--- config.mk ---
export PLATFORM = sky130hd
export DESIGN_NAME = sha256_hash_engine_unit
export DESIGN_NICKNAME = d
export VERILOG_FILES = /design/src/sha256_pkg.sv /design/src/sha256_hash_engine_unit.sv /design/src/sha256_msg_sched.sv /design/src/sha256_round_core.sv
export SDC_FILE = /design/constraint.sdc
export NUM_CORES = 2
export LEC_CHECK = 0
export ABC_CLOCK_PERIOD_IN_PS = 9990
export BUFFER_PORTS_ARGS = -buffer_cell sky130_fd_sc_hd__buf_2
export CORE_MARGIN = 3
export CORE_UTILIZATION = 40
export CTS_BUF_LIST = sky130_fd_sc_hd__clkbuf_8
export DETAILED_ROUTE_END_ITERATION = 10
export PLACE_DENSITY = 0.55
export SYNTH_ARGS = -nofsm -noshare
export SYNTH_HDL_FRONTEND = slang
export SYNTH_SLANG_ARGS = --single-unit
--- constraint.sdc ---
create_clock -name clk -period 9.99 [get_ports clk]
set_input_delay 0.999 -clock clk [delete_from_list [all_inputs] [get_ports clk]]
set_output_delay 0.999 -clock clk [all_outputs]
set_load 0.05 [all_outputs]
--- src/sha256_pkg.sv ---
// Shared constants, control struct and SHA-256 sigma functions.
// Used by the message schedule, the round core and the top level.
package sha256_pkg;

  // Padding and block layout
  localparam logic [7:0] PAD_MARK = 8'h80;
  localparam logic [5:0] LEN_OFS  = 6'd56;
  localparam logic [5:0] LAST_OFS = 6'd63;
  localparam logic [5:0] LAST_RND = 6'd63;
  localparam logic [2:0] LAST_IDX = 3'd7;
  localparam logic [63:0] BYTE_BITS = 64'd8;

  localparam logic [31:0] INIT_HASH [8] = '{
    32'h6a09e667, 32'hbb67ae85, 32'h3c6ef372, 32'ha54ff53a,
    32'h510e527f, 32'h9b05688c, 32'h1f83d9ab, 32'h5be0cd19
  };

  localparam logic [31:0] ROUND_K [64] = '{
    32'h428a2f98, 32'h71374491, 32'hb5c0fbcf, 32'he9b5dba5,
    32'h3956c25b, 32'h59f111f1, 32'h923f82a4, 32'hab1c5ed5,
    32'hd807aa98, 32'h12835b01, 32'h243185be, 32'h550c7dc3,
    32'h72be5d74, 32'h80deb1fe, 32'h9bdc06a7, 32'hc19bf174,
    32'he49b69c1, 32'hefbe4786, 32'h0fc19dc6, 32'h240ca1cc,
    32'h2de92c6f, 32'h4a7484aa, 32'h5cb0a9dc, 32'h76f988da,
    32'h983e5152, 32'ha831c66d, 32'hb00327c8, 32'hbf597fc7,
    32'hc6e00bf3, 32'hd5a79147, 32'h06ca6351, 32'h14292967,
    32'h27b70a85, 32'h2e1b2138, 32'h4d2c6dfc, 32'h53380d13,
    32'h650a7354, 32'h766a0abb, 32'h81c2c92e, 32'h92722c85,
    32'ha2bfe8a1, 32'ha81a664b, 32'hc24b8b70, 32'hc76c51a3,
    32'hd192e819, 32'hd6990624, 32'hf40e3585, 32'h106aa070,
    32'h19a4c116, 32'h1e376c08, 32'h2748774c, 32'h34b0bcb5,
    32'h391c0cb3, 32'h4ed8aa4a, 32'h5b9cca4f, 32'h682e6ff3,
    32'h748f82ee, 32'h78a5636f, 32'h84c87814, 32'h8cc70208,
    32'h90befffa, 32'ha4506ceb, 32'hbef9a3f7, 32'hc67178f2
  };

  // Round core control from the sequencer
  typedef struct packed {
    logic load;     // copy hash words into working vars
    logic round;    // run one compression round
    logic fold;     // add working vars into hash words
    logic restart;  // back to initial hash words
  } core_ctrl_t;

  function automatic logic [31:0] big_sig0(input logic [31:0] x);
    big_sig0 = {x[1:0], x[31:2]} ^ {x[12:0], x[31:13]} ^ {x[21:0], x[31:22]};
  endfunction

  function automatic logic [31:0] big_sig1(input logic [31:0] x);
    big_sig1 = {x[5:0], x[31:6]} ^ {x[10:0], x[31:11]} ^ {x[24:0], x[31:25]};
  endfunction

  function automatic logic [31:0] small_sig0(input logic [31:0] x);
    small_sig0 = {x[6:0], x[31:7]} ^ {x[17:0], x[31:18]} ^ {3'b000, x[31:3]};
  endfunction

  function automatic logic [31:0] small_sig1(input logic [31:0] x);
    small_sig1 = {x[16:0], x[31:17]} ^ {x[18:0], x[31:19]} ^ {10'b0, x[31:10]};
  endfunction

endpackage

--- src/sha256_hash_engine_unit.sv ---
// SHA-256 engine top: byte intake, padding sequencer, digest output.
// Depends on sha256_pkg, sha256_msg_sched and sha256_round_core.
// Throughput: one byte per cycle while in_ready (idle); no intake while a completed block is
// compressed in 64 rounds on the shared round unit plus one fold. Last word: padding bytes to
// the block end, compression, one more block if fill is 56 or more, then 8 digest words.
// Reset (rst_n low, synchronous) sets initial hash words and clears counters; buffer not cleared.
module sha256_hash_engine_unit
  import sha256_pkg::*;
(
  input  logic        clk,
  input  logic        rst_n,
  input  logic        in_valid,
  output logic        in_ready,
  input  logic [7:0]  in_data_byte,
  input  logic        in_no_byte,
  input  logic        in_last,
  output logic        out_valid,
  input  logic        out_ready,
  output logic [31:0] out_digest_word,
  output logic [2:0]  out_word_index,
  output logic        out_last_word
);

  typedef enum logic [4:0] {
    ST_IDLE = 5'b00001,
    ST_COMP = 5'b00010,
    ST_FOLD = 5'b00100,
    ST_PAD  = 5'b01000,
    ST_OUT  = 5'b10000
  } state_t;

  state_t      state_r, state_nxt;
  logic [5:0]  fill_r, fill_nxt;
  logic [63:0] bits_r, bits_nxt;
  logic [5:0]  rnd_r, rnd_nxt;
  logic [2:0]  idx_r, idx_nxt;
  logic        fin_r, fin_nxt;
  logic        pad_act_r, pad_act_nxt;
  logic        pad_first_r, pad_first_nxt;
  logic        len_ok_r, len_ok_nxt;

  logic        in_acc, out_acc;
  logic        wr_en, shift;
  logic [7:0]  wr_byte, len_byte;
  logic [2:0]  len_sel;
  logic [31:0] w_cur;
  core_ctrl_t  ctrl;

  assign in_ready  = (state_r == ST_IDLE);
  assign out_valid = (state_r == ST_OUT);
  assign in_acc    = in_valid && in_ready;
  assign out_acc   = out_valid && out_ready;

  // length field byte, most significant first
  assign len_sel  = ~fill_r[2:0];
  assign len_byte = bits_r[{len_sel, 3'b000} +: 8];

  // sequencer
  always_comb begin
    state_nxt     = state_r;
    fill_nxt      = fill_r;
    bits_nxt      = bits_r;
    rnd_nxt       = rnd_r;
    idx_nxt       = idx_r;
    fin_nxt       = fin_r;
    pad_act_nxt   = pad_act_r;
    pad_first_nxt = pad_first_r;
    len_ok_nxt    = len_ok_r;
    wr_en         = 1'b0;
    wr_byte       = in_data_byte;
    shift         = 1'b0;
    ctrl          = '0;
    unique case (state_r)
      ST_IDLE: begin
        if (in_acc) begin
          if (!in_no_byte) begin
            wr_en    = 1'b1;
            fill_nxt = fill_r + 6'd1;
            bits_nxt = bits_r + BYTE_BITS;
          end
          if (in_last) begin
            pad_act_nxt   = 1'b1;
            pad_first_nxt = 1'b1;
          end
          if (!in_no_byte && fill_r == LAST_OFS) begin
            state_nxt = ST_COMP;
            fin_nxt   = 1'b0;
            ctrl.load = 1'b1;
          end else if (in_last) begin
            state_nxt = ST_PAD;
          end
        end
      end
      ST_PAD: begin
        wr_en = 1'b1;
        if (pad_first_r) begin
          wr_byte    = PAD_MARK;
          len_ok_nxt = (fill_r < LEN_OFS);
        end else if (len_ok_r && fill_r >= LEN_OFS) begin
          wr_byte = len_byte;
        end else begin
          wr_byte = '0;
        end
        pad_first_nxt = 1'b0;
        fill_nxt      = fill_r + 6'd1;
        if (fill_r == LAST_OFS) begin
          state_nxt = ST_COMP;
          fin_nxt   = len_ok_nxt;
          ctrl.load = 1'b1;
        end
      end
      ST_COMP: begin
        ctrl.round = 1'b1;
        shift      = 1'b1;
        rnd_nxt    = rnd_r + 6'd1;
        if (rnd_r == LAST_RND) begin
          state_nxt = ST_FOLD;
        end
      end
      ST_FOLD: begin
        ctrl.fold  = 1'b1;
        len_ok_nxt = 1'b1;
        if (fin_r) begin
          state_nxt = ST_OUT;
          idx_nxt   = '0;
        end else if (pad_act_r) begin
          state_nxt = ST_PAD;
        end else begin
          state_nxt = ST_IDLE;
        end
      end
      ST_OUT: begin
        if (out_acc) begin
          idx_nxt = idx_r + 3'd1;
          if (idx_r == LAST_IDX) begin
            ctrl.restart = 1'b1;
            fill_nxt     = '0;
            bits_nxt     = '0;
            pad_act_nxt  = 1'b0;
            fin_nxt      = 1'b0;
            state_nxt    = ST_IDLE;
          end
        end
      end
      default: begin
        state_nxt = ST_IDLE;
      end
    endcase
  end

  always_ff @(posedge clk) begin
    if (!rst_n) begin
      state_r     <= ST_IDLE;
      fill_r      <= '0;
      bits_r      <= '0;
      rnd_r       <= '0;
      idx_r       <= '0;
      fin_r       <= 1'b0;
      pad_act_r   <= 1'b0;
      pad_first_r <= 1'b0;
      len_ok_r    <= 1'b0;
    end else begin
      state_r     <= state_nxt;
      fill_r      <= fill_nxt;
      bits_r      <= bits_nxt;
      rnd_r       <= rnd_nxt;
      idx_r       <= idx_nxt;
      fin_r       <= fin_nxt;
      pad_act_r   <= pad_act_nxt;
      pad_first_r <= pad_first_nxt;
      len_ok_r    <= len_ok_nxt;
    end
  end

  sha256_msg_sched u_sched (
    .clk     (clk),
    .wr_en   (wr_en),
    .wr_addr (fill_r),
    .wr_byte (wr_byte),
    .shift   (shift),
    .w_cur   (w_cur)
  );

  sha256_round_core u_core (
    .clk     (clk),
    .rst_n   (rst_n),
    .ctrl    (ctrl),
    .rnd     (rnd_r),
    .w_cur   (w_cur),
    .rd_idx  (idx_r),
    .rd_word (out_digest_word)
  );

  assign out_word_index = idx_r;
  assign out_last_word  = (idx_r == LAST_IDX);

  // checks
  a_no_overlap: assert property (@(posedge clk) disable iff (!rst_n)
    !(in_ready && out_valid)) else $error("intake and digest output both open");

  a_last_round: assert property (@(posedge clk) disable iff (!rst_n)
    (state_r == ST_COMP && rnd_r == LAST_RND) |=> (state_r == ST_FOLD))
    else $error("fold did not follow the last round");

  a_first_word: assert property (@(posedge clk) disable iff (!rst_n)
    $rose(out_valid) |-> (out_word_index == 3'd0))
    else $error("digest does not start at word 0");

  a_restart: assert property (@(posedge clk) disable iff (!rst_n)
    (out_acc && out_last_word) |=> (fill_r == '0 && bits_r == '0 && in_ready))
    else $error("message state not cleared after digest");

endmodule

--- src/sha256_msg_sched.sv ---
// Block buffer and message schedule: 16-word window, byte writes, shift per round.
// Depends on sha256_pkg.
module sha256_msg_sched
  import sha256_pkg::*;
(
  input  logic        clk,
  input  logic        wr_en,
  input  logic [5:0]  wr_addr,
  input  logic [7:0]  wr_byte,
  input  logic        shift,
  output logic [31:0] w_cur
);

  logic [31:0] win_r [16];
  logic [31:0] w_new;

  // next schedule word from the window taps
  assign w_new = small_sig1(win_r[14]) + win_r[9] + small_sig0(win_r[1]) + win_r[0];
  assign w_cur = win_r[0];

  // byte fill (big-endian within a word) or window shift
  always_ff @(posedge clk) begin
    if (shift) begin
      for (int i = 0; i < 15; i++) begin
        win_r[i] <= win_r[i+1];
      end
      win_r[15] <= w_new;
    end else if (wr_en) begin
      win_r[wr_addr[5:2]][{~wr_addr[1:0], 3'b000} +: 8] <= wr_byte;
    end
  end

endmodule

--- src/sha256_round_core.sv ---
// Shared SHA-256 round unit with working variables and hash words.
// Depends on sha256_pkg.
module sha256_round_core
  import sha256_pkg::*;
(
  input  logic        clk,
  input  logic        rst_n,
  input  core_ctrl_t  ctrl,
  input  logic [5:0]  rnd,
  input  logic [31:0] w_cur,
  input  logic [2:0]  rd_idx,
  output logic [31:0] rd_word
);

  logic [31:0] hash_r [8];
  logic [31:0] var_r  [8];
  logic [31:0] t1, t2, ch, maj;

  // one round
  always_comb begin
    ch  = (var_r[4] & var_r[5]) ^ (~var_r[4] & var_r[6]);
    maj = (var_r[0] & var_r[1]) ^ (var_r[0] & var_r[2]) ^ (var_r[1] & var_r[2]);
    t1  = var_r[7] + big_sig1(var_r[4]) + ch + ROUND_K[rnd] + w_cur;
    t2  = big_sig0(var_r[0]) + maj;
  end

  // working variables
  always_ff @(posedge clk) begin
    if (ctrl.load) begin
      var_r <= hash_r;
    end else if (ctrl.round) begin
      var_r[7] <= var_r[6];
      var_r[6] <= var_r[5];
      var_r[5] <= var_r[4];
      var_r[4] <= var_r[3] + t1;
      var_r[3] <= var_r[2];
      var_r[2] <= var_r[1];
      var_r[1] <= var_r[0];
      var_r[0] <= t1 + t2;
    end
  end

  // hash words
  always_ff @(posedge clk) begin
    if (!rst_n || ctrl.restart) begin
      hash_r <= INIT_HASH;
    end else if (ctrl.fold) begin
      for (int i = 0; i < 8; i++) begin
        hash_r[i] <= hash_r[i] + var_r[i];
      end
    end
  end

  assign rd_word = hash_r[rd_idx];

endmodule
; After elaboration in Yosys (flattened, before gate mapping)
; Memory sizes are Yosys's and may differ from the RTL's.
; Cells that the tools add are included.
; Widths: inputs -> output; s select.
[op_classes]
addsub = 23
n_mul = 0
div_mod_pow = 0
magnitude_cmp = 4
n_eq_ne = 18
shift = 3
n_mux = 65
bitwise = 21
reduce_logical = 21
[ops]
columns = cell, n
row1 = $add 32x32->32, 18
row2 = $mux 256, 2
row3 = $xor 32x32->32, 9
row4 = $mux 64, 4
row5 = $mux 32, 7
row6 = $and 32x32->32, 5
row7 = $pmux 64 s2, 1
row8 = $bmux 32 s3, 1
row9 = $add 64x4->64 const B, 1
row10 = $shiftx 64x7->8, 1
row11 = $mux 5, 8
row12 = $not 32->32, 1
row13 = $reduce_or 32->1, 1
row14 = $shift 8x7->32 const A, 1
row15 = $shiftx 8x7->32, 1
row16 = $xor 32x22->32, 1
row17 = $xor 32x29->32, 1
row18 = $pmux 5 s5, 1
row19 = $mux 6, 4
row20 = $mux 8, 3
row21 = $mux 1, 22
row22 = $pmux 6 s3, 1
row23 = $reduce_and 5->1, 3
row24 = $add 6x1->6 const B, 2
row25 = 32 further kinds, 56
[totals]
ff_bits = 600
latch_bits = 0
ramBits = 512
romBits = 2048
output_inout_bits = 38
word_cells = 182
mem_count = 2
[memory_table]
columns = memory, depth, width, rd, rd_ports_with_merged_regs, wr, line
row1 = (name not given), 64, 32, 1, 0, 0, sha256_round_core.sv:23  ; t1 = var_r[7] + big_sig1(var_r[4]) + ch + ROUND_K[rnd] + w_cur;
row2 = u_sched.win_r, 16, 32, 16, 0, 16, sha256_msg_sched.sv:14  ; logic [31:0] win_r [16];

; Longest topological paths before layout
[depth]
depth_word = 9
mapped_depth = 43

; By module
; A second synthesis with hierarchy kept.
[unflattened]
cells_unflattened = 7809
area_unflattened_um2 = 75302.2
[modules_own_cells]
columns = module, n_inst, cells_each, area_each_um2
row1 = sha256_round_core, 1, 4902, 44915.6
row2 = sha256_msg_sched, 1, 2293, 25348.1
row3 = sha256_hash_engine_unit, 1, 614, 5038.6

; Least setup slack after synthesis
; No wires, ideal clock.
[synth_path]
kind = register to register
from = register rnd_r[1]
to = register u_core.var_r[255] (netlist name) (data pin)
setup_ns = 0.270
arrival_ns = 8.527
setup_slack_ns = 1.193
path_stages_with_launch = 44
path_buffers = 3
period_less_slack_ns = 8.797
cell_sequence = dfxtp_1 > clkbuf_1 > inv_1 > ha_1 > clkbuf_1 > buf_1 > a21oi_1 > nor2_1 > a21oi_1 > o21ai_0 > nand2_1 > o21ai_0 > fa_1 > inv_1 > fa_1 > fa_1 > inv_1 > ha_1 > [8 not listed] > nand2_1 > and2_1 > o21ai_0 > nor2b_1 > xnor2_1 > fa_1 > ha_1 > a21o_1 > a31o_2 > o2bb2ai_1 > o31ai_1 > a21o_1 > a31oi_1 > and2_1 > o31ai_1 > xnor2_1 > xnor2_1 > a21oi_1
[synth_via]
elab_chain_cells = 9
[synth_lines]
columns = element, line
row1 = start: declaration, sha256_hash_engine_unit.sv:35  ; logic [5:0] rnd_r, rnd_nxt;
row2 = start signal: assignment, sha256_hash_engine_unit.sv:166  ; rnd_r <= rnd_nxt;
row3 = $not 6->7 (implied by the code), sha256_round_core.sv:23
row4 = $mem_v2 64x32, -
row5 = $mux 32 (implied by the code) (2 in a row), sha256_round_core.sv:23
row6 = $add 32x32->32 (2 in a row), sha256_round_core.sv:23
row7 = $add 32x32->32, sha256_round_core.sv:39  ; var_r[0] <= t1 + t2;
row8 = $mux 256, sha256_round_core.sv:31  ; end else if (ctrl.round) begin
row9 = $mux 256, sha256_round_core.sv:29  ; if (ctrl.load) begin
row10 = end signal: assignment, sha256_round_core.sv:30  ; var_r <= hash_r;
row11 = end: declaration, sha256_round_core.sv:16  ; logic [31:0] var_r [8];
; Every way passes these cells. The select of a mux whose other input is x is not followed.
; A chain may end at the register's enable or synchronous reset.

; Worst setup path in the final report
[layout_path]
from = register rnd_r[0]
to = register u_core.var_r[254] (netlist name) (data pin)
; Same word-level chain as after synthesis.

==> load_flow_metrics.sql <==
INSERT INTO impl_metrics (metric_group, metric, value, unit) VALUES
('outcome', 'status', 'finished clean', ''),
('cells_and_area', 'finalCoreUtilization', '44.09', '%'),
('cells_and_area', 'finish.net_count', '8562', ''),
('setup_path', 'critPathLaunch', 'rnd_r[0]', ''),
('grt', 'grt_first_pass_wirelength', '384900', 'um'),
('setup_path', 'slowest_stage_delay_on_critical_path', '0.58', 'ns'),
('sta', 'timing.setup.tns', '0', 'ns'),
('synthesis', 'postSynthAreaPerCell', '9.238', 'sq um'),
('grt', 'initial_antenna_violation_count', '6', ''),
('synthesis', 'synth_area_leader_cell', 'sky130_fd_sc_hd__edfxtp_1', ''),
('place', 'globalplace.congestion', '0.9764', ''),
('place', 'place_hpwl', '191200', 'um'),
('route', 'route.vias.total', '60280', ''),
('clock_tree', 'cts_max_path_buffers', '3', ''),
('setup_path', 'timing.critical_path.max_delay_family', 'compound AO/OA/AOI/OAI gates', ''),
('sta', 'fin_ws', '0.5188', 'ns'),
('route', 'wl_per_cell', '24.55', 'um'),
('grt', 'grt_resource_usage_total', '26.80', '%'),
('sta', 'slew_of_the_pin_with_the_lowest_slew_margin', '1.412', 'ns'),
('power', 'share_clk_of_total_power', '32.2', '%'),
('synthesis', 'post_synth_and_or_nand_nor_area_fraction', '15.71', '%'),
('clock_tree', 'post_cts_setup_buffers', '0', ''),
('power', 'totalPowerFinal', '13.92', 'mW'),
('power', 'switching_power', '4.739', 'mW'),
('synthesis', 'yosysUniqueCellTypes', '102', ''),
('clock_tree', 'cts_inserted_buffers', '200', ''),
('clock_tree', 'cts-root-buf', 'sky130_fd_sc_hd__clkbuf_8', ''),
('route', 'drt-initial-drc-count', '5302', ''),
('synthesis', 'fraction_of_the_mapped_netlist_area_in_compound_gates', '16.61', '%'),
('power', 'cell_internal_pwr', '9.182', 'mW'),
('setup_path', 'crit_fanout', '12', ''),
('min_path', 'holdPathEnd', 'pad_act_r', ''),
('synthesis', 'synth-main-ff-cell', 'sky130_fd_sc_hd__edfxtp_1', ''),
('synthesis', 'synthCells', '7996', ''),
('synthesis', 'post-synth-top-count-cell', 'sky130_fd_sc_hd__nand2_1', ''),
('power', 'worst_supply_voltage_drop_on_vdd', '0.0001518', 'V'),
('floorplanning', 'io_pins', '52', ''),
('synthesis', 'synth_top_area_share', '31.22', '%'),
('cells_and_area', 'syn_to_final_growth', '9.405', '%'),
('setup_path', 'worst-path-buf-inv', '3', ''),
('synthesis', 'leading_cell_types_by_total_area_after_synthesis', 'sky130_fd_sc_hd__edfxtp_1 31%, sky130_fd_sc_hd__dfxtp_1 9.2%, sky130_fd_sc_hd__nand2_1 9.2%, sky130_fd_sc_hd__ha_1 6.8%, sky130_fd_sc_hd__o21ai_0 5.6%', ''),
('floorplanning', 'placeableCoreArea', '0.1833', 'sq mm'),
('synthesis', 'synth-adder-area-share', '12.38', '%'),
('power', 'power.share.combinational', '30.4', '%'),
('sta', 'grt_setup_unrepaired', 'false', ''),
('min_path', 'min_delay_startpoint', 'in_last', ''),
('sta', 'finalHoldViolations', '0', ''),
('cells_and_area', 'design_area', '0.08081', 'sq mm'),
('sta', 'timing.clock.skew', '0.08378', 'ns'),
('floorplanning', 'die_area', '0.1899', 'sq mm'),
('clock_tree', 'tritoncts_clock_tree', 'yes', ''),
('setup_path', 'r2r-end', 'u_core.var_r[254]', ''),
('sta', 'period_minus_slack', '9.471', 'ns'),
('grt', 'vias_in_the_first_global_route', '58880', ''),
('sta', 'timing.final.max_slew_violations', '0', ''),
('synthesis', 'syn_area', '0.07386', 'sq mm'),
('synthesis', 'synth_top_family_by_area', 'compound AO/OA/AOI/OAI gates', ''),
('power', 'netSwitchingFraction', '34.04', '%'),
('setup_path', 'cp_data_required_time', '10.67', 'ns'),
('power', 'power_frac_seq', '37.4', '%'),
('setup_path', 'worst-setup-path-type', 'flop to flop', ''),
('route', 'drc', '0', ''),
('clock_tree', 'clock-sinks', '1109', ''),
('synthesis', 'seq_area_frac_synth', '40.46', '%'),
('sta', 'max_slew_margin', '5.645', '%'),
('synthesis', 'post_synth_mux_area_share', '3.962', '%'),
('setup_path', 'cp_common_cell', 'sky130_fd_sc_hd__o21a_1', ''),
('floorplanning', 'num_rows', '157', ''),
('setup_path', 'cp-end-kind', 'flop', ''),
('route', 'first_pass_iters', '6', ''),
('sta', 'report.final.setup_viol', '0', '');
metal layers:
metal	GRT usage [%]	vias up	part of all wire [%]	wire length, um
li1	-	28190	-	-
met1	34.81	29420	42	109300
met2	43.95	2125	47	121400
met3	3.470	546	5.7	14870
met4	13.52	0	5.6	14640
met5	0	-	0	0
worst max-delay path by stage:
| stage | slack (ns) | endpoint | depth (start not counted) |
|---|---|---|---|
| 2_1_floorplan | 1.19 | u_core.var_r[255] | 43 |
| 3_3_place_gp | 0.62 | u_core.var_r[254] | 42 |
| 3_5_place_dp | 0.52 | u_core.var_r[255] | 43 |
| 4_1_cts | 0.47 | u_core.var_r[255] | 43 |
| 5_1_grt | 0.05 | u_core.var_r[255] | 43 |
| 6_report | 0.52 | u_core.var_r[254] | 35 |
placed cells by master (no fill, tap or decap), types with 22 or more instances in the layout:
| cell | instances |
|---|---|
| sky130_fd_sc_hd__nand4_1 | 40 |
| sky130_fd_sc_hd__dfxtp_1 | 335 |
| sky130_fd_sc_hd__o21ai_1 | 22 |
| sky130_fd_sc_hd__o21bai_1 | 43 |
| sky130_fd_sc_hd__a211oi_1 | 43 |
| sky130_fd_sc_hd__o211ai_1 | 110 |
| sky130_fd_sc_hd__maj3_1 | 22 |
| sky130_fd_sc_hd__clkinv_1 | 52 |
| sky130_fd_sc_hd__nor3_1 | 72 |
| sky130_fd_sc_hd__mux4_2 | 82 |
| sky130_fd_sc_hd__o31ai_1 | 27 |
| sky130_fd_sc_hd__o21ai_0 | 832 |
| sky130_fd_sc_hd__mux2_2 | 63 |
| sky130_fd_sc_hd__buf_2 | 51 |
| sky130_fd_sc_hd__xnor2_1 | 413 |
| sky130_fd_sc_hd__clkinv_2 | 28 |
| sky130_fd_sc_hd__nor2b_1 | 70 |
| sky130_fd_sc_hd__a21oi_1 | 504 |
| sky130_fd_sc_hd__edfxtp_1 | 768 |
| sky130_fd_sc_hd__mux2i_1 | 37 |
| sky130_fd_sc_hd__nor2_1 | 338 |
| sky130_fd_sc_hd__fa_1 | 195 |
| sky130_fd_sc_hd__a31oi_1 | 50 |
| sky130_fd_sc_hd__nand2b_1 | 61 |
| sky130_fd_sc_hd__a21o_1 | 161 |
| sky130_fd_sc_hd__nand3_1 | 116 |
| sky130_fd_sc_hd__buf_4 | 123 |
| sky130_fd_sc_hd__or3_1 | 47 |
| sky130_fd_sc_hd__and2_1 | 35 |
| sky130_fd_sc_hd__and3_1 | 37 |
| sky130_fd_sc_hd__ha_1 | 400 |
| sky130_fd_sc_hd__inv_1 | 327 |
| sky130_fd_sc_hd__nand2_1 | 1804 |
| sky130_fd_sc_hd__xor2_1 | 202 |
| sky130_fd_sc_hd__clkbuf_8 | 219 |
| sky130_fd_sc_hd__o21a_1 | 57 |
state kept, by name, indices dropped and copies added (netlist names):
| register | cells |
|---|---|
| rnd_r | 6 |
| u_core.var_r | 256 |
| out_word_index | 3 |
| u_core.hash_r | 256 |
| state_r | 5 |
| len_ok_r | 1 |
| pad_first_r | 1 |
| fin_r | 1 |
| u_sched.win_r | 512 |
| fill_r | 6 |
| bits_r | 61 |
| pad_act_r | 1 |
final cells by class:
cell class	instances	area, sq um
fillers	17700	102500
multi-input cells	6182	41420
flip-flops and latches	1109	29900
well taps	2464	3083
clock buffers	219	3014
repair buffers	178	1259
inverters	281	1055
clock inverters	154	1049
diodes	11	27.53
power by group through the flow:
stage          combinational [mW]  sequential [mW]  clock [mW]
2_1_floorplan                3.08             5.27           0
3_3_place_gp                 4.10             5.30           0
3_5_place_dp                 4.19             5.30           0
4_1_cts                      4.20             5.20        4.58
5_1_grt                      4.68             5.21        4.79
6_report                     4.23             5.20        4.48
through the flow:
step | hold slack, ns | std cells
floorplan | 0.4458 | 7996
global placement | 0.4613 | 10210
detailed placement | 0.4689 | 10210
CTS | 0.1957 | 10590
global route | 0.2743 | 10600
finish | 0.2960 | 10600
repair_timing:
| action | 4_1_cts | 5_1_grt |
|---|---|---|
| endpoints found under the setup margin | 0 | 4 |
| resized for setup | 0 | 4 |
| hold buffers | 0 | 0 |
worst min-delay path, cell delays in order:
cell                      delay, ns
sky130_fd_sc_hd__buf_2         0.11
sky130_fd_sc_hd__nand3_1       0.07
sky130_fd_sc_hd__a21oi_1       0.06
logic make-up after synthesis:
| kind of cell | after synthesis |
|---|---|
| AOI/OAI and AO/OA | 2050 |
| buffers and inverters | 705 |
| adders and majority gates | 618 |
| and+or+nand+nor | 2717 |
| muxes | 182 |
| xor gates and xnor gates | 615 |
| DFF | 1109 |
No activity file was read; power rests on OpenSTA's default activity.
